**config.mk**
```make
export PLATFORM = sky130hd
export DESIGN_NAME = gjr_div
export DESIGN_NICKNAME = d
export VERILOG_FILES = /design/src/hw/rtl/gjr_pkg.sv /design/src/hw/rtl/gjr_div.sv
export SDC_FILE = /design/constraint.sdc
export NUM_CORES = 1
export LEC_CHECK = 0
export BUFFER_PORTS_ARGS = -buffer_cell sky130_fd_sc_hd__buf_2
export CAP_MARGIN = 20
export CORE_ASPECT_RATIO = 1.5
export CORE_MARGIN = 2
export CORE_UTILIZATION = 45
export DETAILED_ROUTE_END_ITERATION = 8
export SLEW_MARGIN = 5
export SYNTH_ARGS = -nofsm -noshare
export SYNTH_HDL_FRONTEND = slang
export SYNTH_SLANG_ARGS = --single-unit
```
**constraint.sdc**
```tcl
create_clock -name clk -period 3.45 [get_ports clk]
set_input_delay 0 -clock clk [delete_from_list [all_inputs] [get_ports clk]]
set_output_delay 0 -clock clk [all_outputs]
set_load 0.01 [all_outputs]
```
**src/hw/rtl/gjr_pkg.sv**
```systemverilog
// gjr_pkg: shared types, codes and saturation helper for the rref engine
// no dependencies
`timescale 1ns / 1ps
`default_nettype none

package gjr_pkg;

	typedef logic signed [31:0] data_t;
	typedef logic [3:0]         dim_t;

	localparam logic [1:0] KIND_LOAD   = 2'd0;
	localparam logic [1:0] KIND_SCALE  = 2'd1;
	localparam logic [1:0] KIND_ADD    = 2'd2;
	localparam logic [1:0] KIND_REDUCE = 2'd3;

	localparam logic REG_ROWS = 1'b0;
	localparam logic REG_COLS = 1'b1;

	localparam int QW = 48;

	typedef enum logic [4:0] {
		S_IDLE,
		S_ROP_RA, S_ROP_RB, S_ROP_MUL, S_ROP_WR,
		S_SR_RD, S_SR_CMP, S_SR_DEC,
		S_SW_RA, S_SW_RB, S_SW_WA, S_SW_WB,
		S_DV_RD, S_DV_GO, S_DV_WAIT,
		S_EL_RD, S_EL_F,
		S_NM_RD, S_NM_CMP,
		S_EM_RD, S_EM_LD, S_EM_WAIT
	} state_t;

	typedef struct packed {
		logic  start;
		data_t dividend;
		data_t divisor;
	} div_req_t;

	function automatic data_t sat32(input logic signed [49:0] v);
		data_t r;
		if (v > 50'sh0_7FFF_FFFF)
			r = 32'sh7FFF_FFFF;
		else if (v < -50'sh0_8000_0000)
			r = 32'sh8000_0000;
		else
			r = v[31:0];
		return r;
	endfunction

endpackage

`default_nettype wire

```
**src/hw/rtl/gjr_div.sv**
```systemverilog
// gjr_div: Q16.16 quotient, one bit per cycle, truncating, saturated
// depends on gjr_pkg
`timescale 1ns / 1ps
`default_nettype none

module gjr_div (
	input  wire logic              clk,
	input  wire logic              arst_n,
	input  wire gjr_pkg::div_req_t req,
	output logic                   done,
	output gjr_pkg::data_t         quotient
);
	import gjr_pkg::*;

	logic            busy_q;
	logic            done_q;
	logic [5:0]      cnt_q;
	logic [QW-1:0]   quo_q;
	logic [32:0]     rem_q;
	logic [31:0]     ub_q;
	logic            neg_q;
	logic [32:0]     rem_sh;
	logic            ge;
	logic [31:0]     ua;
	logic [31:0]     ub;

	assign ua     = req.dividend[31] ? 32'(-req.dividend) : 32'(req.dividend);
	assign ub     = req.divisor[31] ? 32'(-req.divisor) : 32'(req.divisor);
	assign rem_sh = {rem_q[31:0], quo_q[QW-1]};
	assign ge     = rem_sh >= {1'b0, ub_q};

	always_ff @(posedge clk or negedge arst_n) begin
		if (!arst_n) begin
			busy_q <= 1'b0;
			done_q <= 1'b0;
			cnt_q  <= '0;
			quo_q  <= '0;
			rem_q  <= '0;
			ub_q   <= '0;
			neg_q  <= 1'b0;
		end else begin
			done_q <= busy_q && (cnt_q == 6'd1);
			if (req.start) begin
				busy_q <= 1'b1;
				cnt_q  <= 6'(QW);
				quo_q  <= {ua, 16'h0000};
				rem_q  <= '0;
				ub_q   <= ub;
				neg_q  <= req.dividend[31] ^ req.divisor[31];
			end else if (busy_q) begin
				rem_q <= ge ? (rem_sh - {1'b0, ub_q}) : rem_sh;
				quo_q <= {quo_q[QW-2:0], ge};
				cnt_q <= cnt_q - 6'd1;
				if (cnt_q == 6'd1)
					busy_q <= 1'b0;
			end
		end
	end

	always_comb begin
		if (neg_q)
			quotient = (quo_q > 48'h0000_8000_0000) ? 32'sh8000_0000 : -data_t'(quo_q[31:0]);
		else
			quotient = (quo_q > 48'h0000_7FFF_FFFF) ? 32'sh7FFF_FFFF : data_t'(quo_q[31:0]);
	end

	assign done = done_q;

endmodule

`default_nettype wire
```
==> impl_metrics.py <==
metrics = {
    "yosys": {
        "synth.avg_cell_area_um2": 8.04,
        "synth-edff-count": 0,
        "seq_area_frac_synth_pct": 31.4,
        "async_reset_ff_share_pct": 100,
        "ys_ff_latch": 121,
        "ys_warn_count": 0,
        "synthFlopType": "dfrtp_1",
        "syn-num-nets": 1304,
        "syn-cell-area_um2": 9640,
        "synth_cells": 1199,
        "yosys.cell_types.count": 71,
    },
    "power_and_ir_drop": {
        "clockPowerShare_pct": 24.9,
        "internal-power_mw": 4.16,
        "pwr-share-seq_pct": 27.9,
        "power.density_nw_per_um2": 578,
        "p_leak_nw": 5.71,
        "swShare_pct": 40.0,
        "p_switching_mw": 2.78,
        "max-vdd-ir-drop_mv": 0.366,
        "pwr-share-comb_pct": 47.2,
    },
    "timing": {
        "setup_slack_ps": -15.3,
        "setup_viol": 2,
        "relSlewSlack_pct": 44.5,
        "clock.fmax_ghz": 0.289,
        "hold_ws_ps": 32.5,
        "period_share_pct": 100,
        "skew_ps": 7.34,
        "hold_viol": 0,
        "drv_slew": 0,
        "period_needed_ps": 3470,
        "rsz0062_at_grt": "true",
        "worstMarginPinSlew_ps": 833,
    },
    "global_route": {
        "grt_max_degree": 177,
        "grt_pass1_vias": 8971,
        "gr-usage-all-layers_pct": 23.8,
        "grt_overflow": 0,
        "grt_pass1_wl_um": 43100,
        "antenna_found_initial": 0,
    },
    "floorplanning": {
        "fp.dieArea_um2": 22600,
        "initial_core_util_pct": 45.8,
        "die_w_um": 124,
        "core-area_um2": 21100,
        "pin_count": 100,
        "die-height_um": 183,
        "rows": 65,
    },
    "critical_path": {
        "path_cells": "or4_4 > nor4b_4 > or4b_4 > o31ai_4 > buf_4 > nand2_4 > o311ai_1 > buf_2",
        "worstPathArrival_ps": 3470,
        "required_ps": 3450,
        "cp_slowest_stage_delay_ps": 560,
        "worst-setup-path-type": "reg2out",
        "cp-end-kind": "output pin",
        "worst-path-max-fanout": 9,
        "cpMaxStageDelayCell": "or4_4",
        "cp-start-kind": "flip-flop",
    },
    "finish": {
        "num-fill-cells": 1978,
        "final_util_pct": 57.0,
        "multiInputGateArea_um2": 6250,
        "ff_latch_area_um2": 3030,
        "finalNetCount": 1463,
        "diodes": 0,
        "area_delta_synth_final_pct": 24.6,
        "layout-drive-gt1-share_pct": 16.5,
    },
    "flow_run": {
        "max_cap_viol_count": 0,
    },
    "cts": {
        "root_buffer": "clkbuf_16",
        "cts_buffers": 17,
        "clock_sinks": 121,
        "clk_pin_slew_ps": 60,
        "clk_latency_ps": 430,
        "cts_tree": "built",
        "htreeDepth": 4,
        "clk_path_buf_depth": 2,
    },
    "drt": {
        "drt_iter0_drc": 518,
        "detail-route-antenna-nets": 0,
        "drc": 0,
        "wl_per_cell_um": 16.3,
        "routed_wl_um": 26700,
        "dr_total_vias": 9312,
        "drtPass1Iterations": 5,
        "via_per_inst": 5.68,
    },
    "placement": {
        "portBuffers": 99,
        "gp_congestion": 0.867,
        "dpl.hpwl_um": 18500,
        "place_ws_ps": 21.2,
    },
    "outcome": {
        "status": "finished, violations left",
        "violations": "setup timing",
    },
    "min_path": {
        "hp-class": "in2reg",
    },
}
routing by layer:
| metal | vias to the layer above | routed length [um] | GRT usage (%) |
|---|---|---|---|
| li1 | 4636 | - | - |
| met1 | 4400 | 11400 | 27.8 |
| met2 | 224 | 13700 | 42.8 |
| met3 | 52 | 882 | 3.98 |
| met4 | 0 | 703 | 8.64 |
| met5 | - | 0 | 0 |
cell usage after synthesis (all sizes together), types with 4 or more instances:
master	n	area share, %
nor2	142	5.5
nand2	123	4.9
dfrtp	121	31
a21oi	83	4.3
o21ai	76	3.9
inv	62	2.4
mux2i	60	6.2
clkbuf	58	2.3
xnor2	44	4.0
xor2	43	3.9
ha	37	4.8
a211oi	35	2.7
o31ai	29	2.4
nand3	21	1.1
nor3	21	1.1
nor4	19	1.2
buf	18	0.91
o311ai	15	1.7
a21o	13	1.0
nor2b	13	0.84
or3	13	0.84
or4	13	1.1
o41ai	12	1.1
nand4	11	0.71
o21a	10	0.78
a31oi	9	0.58
and3	8	0.52
or2	8	0.52
a311oi	7	0.64
o211ai	7	0.55
nand2b	6	0.39
o22ai	6	0.39
nand3b	5	0.39
nor3b	5	0.39
o21bai	5	0.39
o31a	4	0.36
cell usage in the layout (no fill, tap or decap), types with 34 or more instances in the layout:
cell / Yosys / final
buf_2: 7 / 97
xor2_1: 43 / 43
dfrtp_1: 121 / 118
ha_1: 37 / 35
nor2_1: 142 / 141
dlygate4sd3_1: 0 / 67
buf_4: 1 / 45
a21oi_1: 83 / 83
a211oi_1: 35 / 34
nand2_1: 122 / 119
inv_1: 62 / 62
o21ai_0: 73 / 69
mux2i_1: 60 / 60
xnor2_1: 44 / 44
final timing paths:
| path | startpoint | endpoint | slack (ps) | depth (start not counted) |
|---|---|---|---|---|
| setup reg to reg | rem_q[16]$_DFFE_PN0P_ | rem_q[30]$_DFFE_PN0P_ | 190 | 10 |
| min in group asynchronous | arst_n | quo_q[13]$_DFFE_PN0P_ | 200 | 2 |
| hold / removal | req[34] | quo_q[18]$_DFFE_PN0P_ | 30 | 4 |
| max in group asynchronous | arst_n | busy_q$_DFF_PN0_ | 2410 | 3 |
| hold reg to reg | ub_q[23]$_DFFE_PN0P_ | ub_q[23]$_DFFE_PN0P_ | 520 | 2 |
| setup / recovery | quo_q[18]$_DFFE_PN0P_ | quotient[10] | -20 | 8 |
sequential cells by signal (all words and copies together) (netlist names):
name	flops
busy_q	1
cnt_q	6
ub_q	32
neg_q	1
rem_q	32
done	1
quo_q	48
what timing repair did:
item / in CTS / in global routing
endpoints found under the setup margin: 12 / 37
hold buffers: 67 / 0
setup buffers: 2 / 13
hold endpoints to repair: 129 / 0
pin swaps: 1 / 8
cloned: 0 / 1
resized for setup: 2 / 34
metrics by stage:
step	std cells	power (mW)	instance area, um2	setup TNS (ps)
6_report	1639	6.94	12000	-17.5
5_1_grt	1639	7.41	12000	-679
4_1_cts	1625	6.85	11700	0
3_5_place_dp	1524	5.03	10500	0
3_3_place_gp	1524	5.00	10500	0
2_1_floorplan	1199	4.07	9640	0
cell type report:
cell class                 count  share of cell area, %
multi-input combinational    941                   52.1
sequential                   121                   25.3
timing repair buffer         215                   13.2
clock buffer                  19                   3.69
tap                          268                   2.79
inverter                      62                   1.94
clock inverter                13                   1.01
power by group through the flow:
stage          combinational [mW]  sequential (mW)  clock, mW
6_report                     3.28             1.93       1.73
5_1_grt                      3.61             1.97       1.83
4_1_cts                      3.16             1.93       1.76
3_5_place_dp                 3.08             1.95          0
3_3_place_gp                 3.05             1.95          0
2_1_floorplan                2.21             1.86          0
critical path, delay by kind of cell (launching register included):
| kind | cells | cell delay (ps) |
|---|---|---|
| simple gates | 4 | 1510 |
| buf+inv | 2 | 380 |
| compound gates | 2 | 730 |
| flops | 1 | 410 |
cells by family (layout without fill, tap and decap cells):
family | after synthesis | in the layout | synth area share [%]
and+or+nand+nor | 418 | 419 | 20.5
AOI/OAI and AO/OA | 334 | 334 | 23.0
buffers and inverters | 138 | 309 | 5.58
DFF | 121 | 121 | 31.4
xor gates and xnor gates | 87 | 87 | 7.90
muxes | 63 | 63 | 6.58
adders and majority gates | 38 | 38 | 5.01
Power figures use the tool's default switching activity.
